`src/rtl/core/tisc_pkg.sv`:
```
// ----------------------------------------------------------------------------
// tisc_pkg
// Types, codes and digit decode for the text integer scanner.
// ----------------------------------------------------------------------------
`default_nettype none

package tisc_pkg;

	// scan phases
	localparam logic [2:0] PH_WS     = 3'd0;
	localparam logic [2:0] PH_START  = 3'd1;
	localparam logic [2:0] PH_ZERO   = 3'd2;
	localparam logic [2:0] PH_PREFIX = 3'd3;
	localparam logic [2:0] PH_DIGITS = 3'd4;
	localparam logic [2:0] PH_DONE   = 3'd5;

	// digit bases
	localparam logic [1:0] BASE_DEC = 2'd0;
	localparam logic [1:0] BASE_HEX = 2'd1;
	localparam logic [1:0] BASE_OCT = 2'd2;

	// conversion modes
	localparam logic [2:0] MODE_DEC  = 3'd0;
	localparam logic [2:0] MODE_AUTO = 3'd1;
	localparam logic [2:0] MODE_UNS  = 3'd2;
	localparam logic [2:0] MODE_HEX  = 3'd3;
	localparam logic [2:0] MODE_OCT  = 3'd4;

	// store sizes
	localparam logic [1:0] SIZE_8  = 2'd0;
	localparam logic [1:0] SIZE_16 = 2'd1;
	localparam logic [1:0] SIZE_32 = 2'd2;
	localparam logic [1:0] SIZE_64 = 2'd3;

	// config register indexes
	localparam int unsigned CFG_IDX_W = 2;
	localparam logic [CFG_IDX_W-1:0] REG_MODE = 2'd0;
	localparam logic [CFG_IDX_W-1:0] REG_SIZE = 2'd1;

	localparam int unsigned CNT_OUT_W = 13;

	localparam logic [7:0] CH_SPACE = 8'h20;
	localparam logic [7:0] CH_TAB   = 8'h09;
	localparam logic [7:0] CH_CR    = 8'h0D;
	localparam logic [7:0] CH_MINUS = 8'h2D;
	localparam logic [7:0] CH_ZERO  = 8'h30;
	localparam logic [7:0] CH_SEVEN = 8'h37;
	localparam logic [7:0] CH_NINE  = 8'h39;
	localparam logic [7:0] CH_LA    = 8'h61;
	localparam logic [7:0] CH_LF    = 8'h66;
	localparam logic [7:0] CH_LX    = 8'h78;
	localparam logic [7:0] CASE_BIT = 8'h20;

	typedef struct packed {
		logic       ok;
		logic [3:0] val;
	} dig_t;

	function automatic dig_t digit_of(input logic [7:0] c, input logic [1:0] base);
		dig_t       d;
		logic [7:0] low;
		low   = c | CASE_BIT;
		d.ok  = 1'b0;
		d.val = c[3:0];
		if (base == BASE_OCT) begin
			d.ok = (c >= CH_ZERO) && (c <= CH_SEVEN);
		end else if ((c >= CH_ZERO) && (c <= CH_NINE)) begin
			d.ok = 1'b1;
		end else if ((base == BASE_HEX) && (low >= CH_LA) && (low <= CH_LF)) begin
			d.ok  = 1'b1;
			d.val = low[3:0] + 4'd9;
		end
		return d;
	endfunction

	function automatic logic [1:0] mode_base(input logic [2:0] mode);
		logic [1:0] b;
		case (mode)
			MODE_HEX: b = BASE_HEX;
			MODE_OCT: b = BASE_OCT;
			default:  b = BASE_DEC;
		endcase
		return b;
	endfunction

endpackage

`default_nettype wire

```
`src/rtl/core/text_integer_scanner_unit.sv`:
```
// A beat passes the input register and then the output register on its way to the master side.
// Throughput: one character per cycle; the input register stalls only while a result
// waits on the master side and the staged character would produce another one.
// The per-character update is one shift-add into the 64-bit accumulator.
// Reset (arst_n low) clears the scan state, the input and output valid flags and the
// config registers (mode decimal, store size 32 bits) at once.
// ----------------------------------------------------------------------------
// text_integer_scanner_unit
// Streams characters and returns one scanned integer per number or text run.
// ----------------------------------------------------------------------------
`default_nettype none

module text_integer_scanner_unit
	import tisc_pkg::*;
#(
	parameter int unsigned MAX_CHARS = 4096
) (
	input  wire logic                 clk,
	input  wire logic                 arst_n,
	// character stream
	input  wire logic                 s_tvalid,
	output logic                      s_tready,
	input  wire logic [7:0]           s_tdata,   // [7:0] ch
	input  wire logic                 s_tlast,   // last
	// results
	output logic                      m_tvalid,
	input  wire logic                 m_tready,
	output logic [79:0]               m_tdata,   // [63:0] value, [76:64] consumed, [79:77] 0
	output logic                      m_tuser,   // [0] ok
	// config writes
	input  wire logic                 cfg_valid,
	output logic                      cfg_ready,
	input  wire logic [CFG_IDX_W-1:0] cfg_index,
	input  wire logic [2:0]           cfg_data
);

	localparam int unsigned CNT_W = $clog2(MAX_CHARS + 1);

	// config registers
	logic [2:0] mode_q;
	logic [1:0] size_q;

	// input stage
	logic       valid_s1;
	logic [7:0] ch_s1;
	logic       last_s1;

	// scan state
	logic [2:0]       phase_q;
	logic             neg_q;
	logic [1:0]       base_q;
	logic [63:0]      acc_q;
	logic             seen_q;
	logic [CNT_W-1:0] cnt_q;

	// output register
	logic             out_valid_q;
	logic [63:0]      out_acc_q;
	logic             out_neg_q;
	logic             out_seen_q;
	logic [1:0]       out_size_q;
	logic [CNT_W-1:0] out_cnt_q;

	// next-state logic
	logic             take;
	logic             produce;
	logic             adv;
	logic             out_free;
	logic [2:0]       nx_phase;
	logic             nx_neg;
	logic [1:0]       nx_base;
	logic [63:0]      nx_acc;
	logic             nx_seen;
	logic [CNT_W-1:0] nx_cnt;
	logic [63:0]      acc_step;
	logic [63:0]      sv;
	logic [63:0]      value;

	assign cfg_ready = 1'b1;

	always_ff @(posedge clk or negedge arst_n) begin
		if (!arst_n) begin
			mode_q <= MODE_DEC;
			size_q <= SIZE_32;
		end else if (cfg_valid) begin
			case (cfg_index)
				REG_MODE: mode_q <= cfg_data;
				REG_SIZE: size_q <= cfg_data[1:0];
				default: ;
			endcase
		end
	end

	assign out_free = !out_valid_q || m_tready;
	assign adv      = valid_s1 && (!produce || out_free);
	assign s_tready = !valid_s1 || adv;

	always_ff @(posedge clk or negedge arst_n) begin
		if (!arst_n) begin
			valid_s1 <= 1'b0;
		end else if (s_tready) begin
			valid_s1 <= s_tvalid;
		end
	end

	always_ff @(posedge clk) begin
		if (s_tready && s_tvalid) begin
			ch_s1   <= s_tdata;
			last_s1 <= s_tlast;
		end
	end

	// next accumulator in digit phase
	always_comb begin
		dig_t d;
		d = digit_of(ch_s1, base_q);
		case (base_q)
			BASE_HEX: acc_step = {acc_q[59:0], 4'd0};
			BASE_OCT: acc_step = {acc_q[60:0], 3'd0};
			default:  acc_step = {acc_q[60:0], 3'd0} + {acc_q[62:0], 1'b0};
		endcase
		acc_step = acc_step + {60'd0, d.val};
	end

	always_comb begin
		dig_t       d_mode;
		dig_t       d_hex;
		dig_t       d_oct;
		dig_t       d_dec;
		dig_t       d_act;
		logic [2:0] ph;
		logic       is_ws;
		d_mode   = digit_of(ch_s1, mode_base(mode_q));
		d_hex    = digit_of(ch_s1, BASE_HEX);
		d_oct    = digit_of(ch_s1, BASE_OCT);
		d_dec    = digit_of(ch_s1, BASE_DEC);
		d_act    = digit_of(ch_s1, base_q);
		is_ws    = (ch_s1 == CH_SPACE) || ((ch_s1 >= CH_TAB) && (ch_s1 <= CH_CR));
		nx_phase = phase_q;
		nx_neg   = neg_q;
		nx_base  = base_q;
		nx_acc   = acc_q;
		nx_seen  = seen_q;
		take     = 1'b0;
		ph       = phase_q;

		// whitespace / sign handled before the main decode
		if (phase_q == PH_WS) begin
			if (is_ws) begin
				take = 1'b1;
			end else begin
				nx_phase = PH_START;
				if (ch_s1 == CH_MINUS) begin
					nx_neg = 1'b1;
					take   = 1'b1;
				end else begin
					ph = PH_START;
				end
			end
		end

		unique case (ph)
			PH_START: begin
				if (((mode_q == MODE_AUTO) || (mode_q == MODE_HEX)) && (ch_s1 == CH_ZERO)) begin
					nx_acc   = 64'd0;
					nx_seen  = 1'b1;
					nx_phase = PH_ZERO;
					take     = 1'b1;
				end else if (d_mode.ok) begin
					nx_base  = mode_base(mode_q);
					nx_acc   = {60'd0, d_mode.val};
					nx_seen  = 1'b1;
					nx_phase = PH_DIGITS;
					take     = 1'b1;
				end
			end
			PH_ZERO: begin
				if ((ch_s1 | CASE_BIT) == CH_LX) begin
					nx_seen  = 1'b0;
					nx_base  = BASE_HEX;
					nx_phase = PH_PREFIX;
					take     = 1'b1;
				end else if (mode_q == MODE_HEX) begin
					if (d_hex.ok) begin
						nx_base  = BASE_HEX;
						nx_acc   = {60'd0, d_hex.val};
						nx_seen  = 1'b1;
						nx_phase = PH_DIGITS;
						take     = 1'b1;
					end
				end else if (d_oct.ok) begin
					nx_base  = BASE_OCT;
					nx_acc   = {60'd0, d_oct.val};
					nx_seen  = 1'b1;
					nx_phase = PH_DIGITS;
					take     = 1'b1;
				end else if (d_dec.ok) begin
					// "0" then 8 or 9 goes on in decimal
					nx_base  = BASE_DEC;
					nx_acc   = {60'd0, d_dec.val};
					nx_seen  = 1'b1;
					nx_phase = PH_DIGITS;
					take     = 1'b1;
				end
			end
			PH_PREFIX: begin
				if (d_hex.ok) begin
					nx_base  = BASE_HEX;
					nx_acc   = {60'd0, d_hex.val};
					nx_seen  = 1'b1;
					nx_phase = PH_DIGITS;
					take     = 1'b1;
				end
			end
			PH_DIGITS: begin
				if (d_act.ok) begin
					nx_acc = acc_step;
					take   = 1'b1;
				end
			end
			default: ;
		endcase

		produce = (phase_q != PH_DONE) && (!take || last_s1);
		nx_cnt  = (take && (cnt_q < CNT_W'(MAX_CHARS))) ? cnt_q + 1'b1 : cnt_q;
	end

	always_ff @(posedge clk or negedge arst_n) begin
		if (!arst_n) begin
			phase_q <= PH_WS;
			neg_q   <= 1'b0;
			base_q  <= BASE_DEC;
			acc_q   <= 64'd0;
			seen_q  <= 1'b0;
			cnt_q   <= '0;
		end else if (adv) begin
			if (last_s1) begin
				phase_q <= PH_WS;
				neg_q   <= 1'b0;
				base_q  <= BASE_DEC;
				acc_q   <= 64'd0;
				seen_q  <= 1'b0;
				cnt_q   <= '0;
			end else if (phase_q != PH_DONE) begin
				phase_q <= produce ? PH_DONE : nx_phase;
				neg_q   <= nx_neg;
				base_q  <= nx_base;
				acc_q   <= nx_acc;
				seen_q  <= nx_seen;
				cnt_q   <= nx_cnt;
			end
		end
	end

	always_ff @(posedge clk or negedge arst_n) begin
		if (!arst_n) begin
			out_valid_q <= 1'b0;
		end else if (adv && produce) begin
			out_valid_q <= 1'b1;
		end else if (m_tready) begin
			out_valid_q <= 1'b0;
		end
	end

	always_ff @(posedge clk) begin
		if (adv && produce) begin
			out_acc_q  <= nx_acc;
			out_neg_q  <= nx_neg;
			out_seen_q <= nx_seen;
			out_size_q <= size_q;
			out_cnt_q  <= nx_cnt;
		end
	end

	// sign and truncation on the registered accumulator
	always_comb begin
		sv = out_neg_q ? (64'd0 - out_acc_q) : out_acc_q;
		case (out_size_q)
			SIZE_8:  value = {56'd0, sv[7:0]};
			SIZE_16: value = {48'd0, sv[15:0]};
			SIZE_32: value = {32'd0, sv[31:0]};
			default: value = sv;
		endcase
		if (!out_seen_q) begin
			value = 64'd0;
		end
	end

	assign m_tvalid = out_valid_q;
	assign m_tuser  = out_seen_q;
	assign m_tdata  = {3'd0, CNT_OUT_W'(out_cnt_q), value};

endmodule

`default_nettype wire

```
`config.mk`:
```
export PLATFORM = sky130hd
export DESIGN_NAME = text_integer_scanner_unit
export DESIGN_NICKNAME = d
export VERILOG_FILES = /design/src/rtl/core/tisc_pkg.sv /design/src/rtl/core/text_integer_scanner_unit.sv
export SDC_FILE = /design/constraint.sdc
export NUM_CORES = 1
export LEC_CHECK = 0
export BUFFER_PORTS_ARGS = -buffer_cell sky130_fd_sc_hd__buf_2
export CORE_ASPECT_RATIO = 1.25
export CORE_MARGIN = 2
export CORE_UTILIZATION = 25
export CTS_CLUSTER_SIZE = 8
export DETAILED_ROUTE_END_ITERATION = 16
export PLACE_DENSITY = 0.41
export SLEW_MARGIN = 0
export SYNTH_ARGS = -nofsm -noshare
export SYNTH_HDL_FRONTEND = slang
export SYNTH_SLANG_ARGS = --single-unit
```
`constraint.sdc`:
```
create_clock -name clk -period 8.6 [get_ports clk]
set_clock_uncertainty 0.15 [all_clocks]
set_input_delay 1.29 -clock clk [delete_from_list [all_inputs] [get_ports clk]]
set_output_delay 1.29 -clock clk [all_outputs]
set_load 0.02 [all_outputs]
```
==> results of run 1 <==
synth_stat cells, drive strengths merged, types with 29 or more instances:
cell type and number:
a21oi 130, o211ai 37, xor2 85, edfxtp 90, xnor2 45, buf 55
a221oi 43, clkbuf 81, nor3 76, nand2 275, o21ai 184, dfrtp 90
a21o 29, nand3 63, ha 71, a22o 58, nand4 50, inv 31
nor2 231
registers in the layout, indices dropped and copies added (netlist names), 2 cells and up:
name        count
cnt_q          13
out_cnt_q      13
phase_q         3
acc_q          64
ch_s1           8
size_q          2
base_q          2
mode_q          3
out_size_q      2
out_acc_q      64
worst reg2reg max path, cell delays in order (launching register included):
cell and delay [ns]:
sky130_fd_sc_hd__edfxtp_1 0.48, sky130_fd_sc_hd__inv_1 0.15, sky130_fd_sc_hd__ha_1 0.23, sky130_fd_sc_hd__nand2b_1 0.09
sky130_fd_sc_hd__o2111a_1 0.34, sky130_fd_sc_hd__and3_1 0.29, sky130_fd_sc_hd__and2_1 0.19, sky130_fd_sc_hd__xor2_1 0.16
sky130_fd_sc_hd__ha_1 0.30, sky130_fd_sc_hd__a21o_1 0.12, sky130_fd_sc_hd__a21oi_1 0.11, sky130_fd_sc_hd__nor3b_1 0.39
sky130_fd_sc_hd__nor3b_1 0.49, sky130_fd_sc_hd__nand3_1 0.24, sky130_fd_sc_hd__nor2_1 0.19, sky130_fd_sc_hd__nand4_1 0.74
sky130_fd_sc_hd__buf_4 0.49, sky130_fd_sc_hd__nor3b_1 0.56, sky130_fd_sc_hd__xnor2_1 0.17, sky130_fd_sc_hd__a22o_1 0.22
layout make-up:
class / instances / area share
Clock buffer: 17 / 0.0216
Clock inverter: 15 / 0.0100
Inverter: 31 / 0.00591
Multi-Input combinational cell: 1888 / 0.614
Sequential cell: 181 / 0.253
Tap cell: 943 / 0.0599
Timing Repair Buffer: 125 / 0.0353
routing by layer:
layer,track usage,wire length (µm),vias up
li1,-,-,8546
met1,0.233,30200,8889
met2,0.359,37200,539
met3,0.0229,2720,103
met4,0.0854,2860,0
met5,0,0,-
kinds of logic (layout without fill, tap and decap cells):
family	count (synthesis)	in the layout	share of synthesized area
buffers and inverters	167	188	0.0402
other	2	4	0.000424
XOR/XNOR	130	130	0.0642
AO/OA/AOI/OAI	730	730	0.289
AND/OR/NAND/NOR	929	929	0.259
multiplexers	22	22	0.0132
adder cells (fa/ha/maj)	73	73	0.0524
flip-flops	181	181	0.281
per-stage QoR:
stage / cell area, µm² / instances / util / worst slack [ns] / total power, mW
2_1_floorplan: 17700 / 2236 / - / 1.92 / 2.13
3_3_place_gp: 19100 / 3168 / 0.270 / 2.35 / 2.59
3_5_place_dp: 19100 / 3168 / 0.270 / 2.32 / 2.60
4_1_cts: 19700 / 3200 / 0.279 / 1.84 / 3.47
5_1_grt: 19700 / 3200 / 0.279 / 1.43 / 3.63
6_report: 19700 / 3200 / 0.279 / 1.97 / 3.41
power breakdown:
part	internal [mW]	total, mW	leakage (nW)	switching, mW
clock	0.421	0.856	0.303	0.434
sequential	1.13	1.31	2.13	0.179
combinational	0.351	1.24	4.78	0.891
total	1.90	3.41	7.21	1.50
path summary, 6_finish.rpt:
check / to / depth (start not counted)
min reg2reg: out_size_q[0] / 0
max reg2reg: out_acc_q[32] / 19
max in group asynchronous: acc_q[21] / 2
min: out_size_q[0] / 0
min in group asynchronous: acc_q[49] / 1
max: m_tdata[60] / 12
==> out/qor.tcl, run 1 <==
set qor(max_slew_margin) 0.166
set qor(grt_remaining_overflow) 0
set qor(cts_inserted_buffers) 17
set qor(ys_seq_elements) 181
set qor(cts_resized) 0
set qor(final.setup.tns_ns) 0
set qor(synthToLayoutAreaGrowth_pct) 11.1
set qor(finalWirelength_um) 72900
set qor(ctsRootBufferMaster) {sky130_fd_sc_hd__clkbuf_16}
set qor(io_pins) 103
set qor(syn_avg_cell_area_um2) 7.93
set qor(drive_gt1_frac) 0.104
set qor(route.vias.total) 18077
set qor(dr_pass1_iterations) 7
set qor(antenna_found_initial) 0
set qor(run_status) {complete, no violations}
set qor(ir_worst_vdd_mv) 0.227
set qor(grt_pass1_wl_um) 111000
set qor(number_of_hold_violations_in_the_final_report) 0
set qor(r2r_setup_slack_ns) 2.28
set qor(drtAntennaViolNets) 0
set qor(clk-insertion-delay-late_ns) 0.50
set qor(residual_drc_count) 0
set qor(worst-path-max-fanout) 7
set qor(multi_input_area_um2) 12100
set qor(avgRoutedWirePerCell_um) 22.8
set qor(cts_hold_buf) 0
set qor(least_margin_pin_slew_ns) 1.24
set qor(synthTopCellsByArea) {sky130_fd_sc_hd__edfxtp_1 15%, sky130_fd_sc_hd__dfrtp_1 13%, sky130_fd_sc_hd__nand2_1 5.8%, sky130_fd_sc_hd__ha_1 5.0%, sky130_fd_sc_hd__nor2_1 4.8%}
set qor(setup_viol) 0
set qor(holdCritStartpoint) {size_q[0]}
set qor(floorplan.initialDensity) 0.251
set qor(place.port_buffers) 98
set qor(yosys.area.top_type_share) 0.152
set qor(dp_hpwl_um) 55300
set qor(critical_path.reg2reg.startpoint) {ch_s1[0]}
set qor(gp_congestion) 0.920
set qor(synth_edf_count) 90
set qor(hold_path_class) {reg2reg}
set qor(crit_path_cell_trace) {nor4_1 -> nand4_1 -> nor4_1 -> nand2_1 -> or3_1 -> or4_1 -> nor2_1 -> nand2_1 -> o41ai_1 -> xor2_1 -> nor2_1 -> buf_2}
set qor(highest_count_cells_in_the_layout_ignoring_fill_and_taps) {273 x sky130_fd_sc_hd__nand2_1, 226 x sky130_fd_sc_hd__nor2_1, 162 x sky130_fd_sc_hd__o21ai_0}
set qor(crit_slowest_cell) {sky130_fd_sc_hd__nor4_1}
set qor(placement_rows) 109
set qor(clkSlewWorstSetupHoldPaths_ns) 0.09
set qor(maximum_number_of_pins_on_one_net_before_global_route_repair) 80
set qor(synth_seq_area_share) 0.281
set qor(cts.htree.levels) 4
set qor(die_h_um) 302
set qor(kind_of_end_point_of_the_critical_path) {primary output}
set qor(post-route-min-period_ns) 6.63
set qor(ys_dominant_reg_cell) {sky130_fd_sc_hd__edfxtp_1}
set qor(clock_tree_from_tritoncts) {built}
set qor(slew_violations) 0
set qor(async_flop_share) 0.503
set qor(area.sequential_um2) 4980
set qor(antennaDiodeCount) 0
set qor(critical_path_required_time_ns) 7.16
set qor(max_clock_freq_ghz) 0.151
set qor(netlist_instances) 2234
set qor(mostFrequentLayoutCell) {sky130_fd_sc_hd__nand2_1}
set qor(final.period_utilization) 0.771
set qor(ys.warnings.count) 0
set qor(first_iter_violations) 1306
set qor(placeableCoreArea_um2) 70500
set qor(clockBufferDepth) 2
set qor(netlist-cell-type-count) 101
set qor(hold_ws_ns) 0.309
set qor(fillers) 7689
set qor(grt.total_usage) 0.197
set qor(worst_path_largest_cell_delay_ns) 0.75
set qor(critPathBufInv) 1
set qor(die_area_um2) 73100
set qor(detail_route.vias_per_cell) 5.65
set qor(post_synth_instance_area_um2) 17700
set qor(grt_pass1_vias) 17703
set qor(critical_path_class) {reg2out}
set qor(cts_post_setup_buffers_inserted) 0
set qor(floorplan.die.width_um) 242
set qor(critPathLaunchType) {flop}
set qor(timing.critical_path.arrival_ns) 5.19
set qor(max_capacitance_violation_count) 0
set qor(synth.largest_area_cell) {sky130_fd_sc_hd__edfxtp_1}
set qor(worstSetupStartpoint) {out_acc_q[2]}
set qor(grt_setup_unrepaired) {no}
set qor(final_nets) 2336
set qor(power.density_cell_area_nw_per_um2) 173
set qor(power.leakage_nw) 7.21
set qor(clkSinkCount) 181
set qor(crit_family) {simple AND/OR/NAND/NOR gates}
Power figures use the tool's default switching activity.
==> run 2, diff against run 1 <==
- clock period: 8.6 -> 6.9 ns (I/O delays scaled with it)
==> out/qor.tcl, run 2 (synthesis gave the netlist of run 1 again) <==
set qor(r2r_setup_slack_ns) 0.64 ;# -1.64 ns
set qor(cell_internal_pwr_mw) 2.35 ;# +23%
set qor(critical_path_required_time_ns) 5.71 ;# -1.45 ns
set qor(worst_hold_path_endpoint) {out_size_q[0]}
set qor(run_status) {complete, no violations}
set qor(floorplan.initialDensity) 0.251 ;# unchanged
set qor(power.leakage_nw) 7.23 ;# +0.18%
set qor(final_critical_path_setup_slack_ns) 0.419 ;# -1.55 ns
set qor(sw_frac_of_total) 0.445 ;# +0.00392
set qor(io_pins) 103 ;# unchanged
set qor(cts_resized) 0 ;# unchanged
set qor(synthToLayoutAreaGrowth_pct) 11.3
set qor(drtAntennaViolNets) 0 ;# unchanged
set qor(clock_tree_from_tritoncts) {built}
set qor(worstHoldPathCells) 0 ;# unchanged
set qor(grt_setup_unrepaired) {no}
set qor(reg2reg_to) {out_acc_q[51]}
set qor(placement_rows) 109 ;# unchanged
set qor(critPathLaunchType) {flop}
set qor(grt_pass1_wl_um) 110000 ;# -0.51%
set qor(first_iter_violations) 1290 ;# -1.2%
set qor(clk-insertion-delay-late_ns) 0.51 ;# about the same
set qor(cts_post_setup_buffers_inserted) 0 ;# unchanged
set qor(combinationalPowerShare) 0.368 ;# +0.003
set qor(worst-path-max-fanout) 7 ;# unchanged
set qor(power.density_cell_area_nw_per_um2) 215 ;# +24%
set qor(max_capacitance_violation_count) 0 ;# unchanged
set qor(hold_path_class) {reg2reg}
set qor(dr_pass1_iterations) 5 ;# -2
set qor(residual_drc_count) 0 ;# unchanged
set qor(slew_violations) 0 ;# unchanged
set qor(cts_hold_buf) 0 ;# unchanged
set qor(grt_pass1_vias) 17493 ;# -1.2%
set qor(hold_ws_ns) 0.305 ;# -0.00430 ns
set qor(floorplan.die.width_um) 242 ;# unchanged
set qor(max_clock_freq_ghz) 0.154
set qor(route.vias.total) 17871 ;# -1.1%
set qor(final.period_utilization) 0.939
set qor(cts.htree.levels) 4 ;# unchanged
set qor(mostFrequentLayoutCell) {sky130_fd_sc_hd__nand2_1}
set qor(antenna_found_initial) 1 ;# +1
set qor(post-route-min-period_ns) 6.48
set qor(holdCritStartpoint) {size_q[0]}
set qor(die_area_um2) 73100 ;# unchanged
set qor(drive_gt1_frac) 0.105 ;# +0.00114
set qor(ctsRootBufferMaster) {sky130_fd_sc_hd__clkbuf_16}
set qor(grt_remaining_overflow) 0 ;# unchanged
set qor(die_h_um) 302 ;# unchanged
set qor(clock_power_share) 0.249 ;# -0.002
set qor(clkSinkCount) 181 ;# unchanged
set qor(timing.critical_path.arrival_ns) 5.30 ;# +0.11 ns
set qor(least_margin_pin_slew_ns) 1.23 ;# -0.00568 ns
set qor(clockBufferDepth) 2 ;# unchanged
set qor(cts_inserted_buffers) 17 ;# unchanged
set qor(critical_path_class) {reg2out}
set qor(net-switching-power_mw) 1.89 ;# +25%
set qor(highest_count_cells_in_the_layout_ignoring_fill_and_taps) {274 x sky130_fd_sc_hd__nand2_1, 226 x sky130_fd_sc_hd__nor2_1, 162 x sky130_fd_sc_hd__o21ai_0}
set qor(setup_viol) 0 ;# unchanged
set qor(placeableCoreArea_um2) 70500 ;# unchanged
set qor(share_seq_of_total_power) 0.383 ;# about the same
set qor(fillers) 7723 ;# +0.44%
set qor(ir_worst_vdd_mv) 0.174 ;# -23%
set qor(finalWirelength_um) 72500 ;# -0.65%
set qor(dp_hpwl_um) 55500 ;# +0.45%
set qor(gp_congestion) 0.913 ;# -0.72%
set qor(number_of_hold_violations_in_the_final_report) 0 ;# unchanged
set qor(place.port_buffers) 98 ;# unchanged
set qor(detail_route.vias_per_cell) 5.58 ;# -1.3%
set qor(grt.total_usage) 0.196 ;# -0.000894
set qor(max_slew_margin) 0.170 ;# +0.00382
set qor(worstRegToRegCells) 18 ;# -1
set qor(maximum_number_of_pins_on_one_net_before_global_route_repair) 74 ;# -7.5%
set qor(biggestRegsByFlops) {acc_q (64), out_acc_q (64)}
set qor(detailedPlace.worstSlack_ns) 0.688 ;# -1.63 ns
set qor(clkSlewWorstSetupHoldPaths_ns) 0.09 ;# about the same
set qor(avgRoutedWirePerCell_um) 22.6 ;# -0.80%
set qor(critical_path.reg2reg.startpoint) {ch_s1[1]}
set qor(kind_of_end_point_of_the_critical_path) {primary output}
set qor(final.setup.tns_ns) 0 ;# unchanged
set qor(final_nets) 2340 ;# +0.17%
[run 2: area by class of cell]
cell class / instances / area (µm²) / share of cell area
multi-input cells: 1888 / 12100 / 0.613
repair buffers: 129 / 726 / 0.0368
flip-flops and latches: 181 / 4980 / 0.253
well taps: 943 / 1180 / 0.0598
inverters: 31 / 116 / 0.00590
clock buffers: 17 / 425 / 0.0216
diodes: 1 / 2.50 / 0.000127
clock inverters: 15 / 193 / 0.00977
[run 2: power groups by stage]
stage	sequential (mW)	clock, mW	combinational [mW]
final	1.62	1.05	1.56
after detailed placement	1.65	0	1.60
after global routing	1.66	1.13	1.72
after global placement	1.65	0	1.60
after CTS	1.63	1.10	1.60
after floorplan	1.63	0	1.02
[run 2: metal layers]
metal / global-route usage / share of wire
met3: 0.0233 / 0.033
met5: 0 / 0
met4: 0.0767 / 0.035
met1: 0.233 / 0.42
met2: 0.361 / 0.52
[run 2: critical path: stages, from the launching register on]
cell                       delay [ns]
sky130_fd_sc_hd__edfxtp_1        0.44
sky130_fd_sc_hd__nor4_1          0.64
sky130_fd_sc_hd__nand4_1         0.21
sky130_fd_sc_hd__buf_4           0.21
sky130_fd_sc_hd__nor4_1          0.82
sky130_fd_sc_hd__nand2_1         0.30
sky130_fd_sc_hd__or3_1           0.54
sky130_fd_sc_hd__or4_1           0.62
sky130_fd_sc_hd__nor2_1          0.12
sky130_fd_sc_hd__nand2_1         0.11
sky130_fd_sc_hd__o41ai_1         0.36
sky130_fd_sc_hd__xor2_1          0.18
sky130_fd_sc_hd__nor2_1          0.05
sky130_fd_sc_hd__buf_2           0.19
[run 2: worst max path at each step]
stage | from | endpoint | slack, ns | depth (start not counted)
finish | out_acc_q[4] | m_tdata[60] | 0.42 | 13
global route | out_acc_q[2] | m_tdata[60] | 0.06 | 13
CTS | out_acc_q[4] | m_tdata[60] | 0.28 | 13
detailed placement | ch_s1[3] | out_acc_q[51] | 0.69 | 17
global placement | ch_s1[3] | out_acc_q[51] | 0.79 | 17
floorplan | ch_s1[0] | m_tuser | 0.22 | 11
[run 2: through the flow]
step | total power, mW | cell area, µm² | instances | utilization
finish | 4.24 | 19700 | 3205 | 0.280
global route | 4.51 | 19700 | 3204 | 0.280
CTS | 4.33 | 19700 | 3204 | 0.280
detailed placement | 3.24 | 19100 | 3172 | 0.271
global placement | 3.24 | 19100 | 3172 | 0.271
floorplan | 2.65 | 17700 | 2236 | -
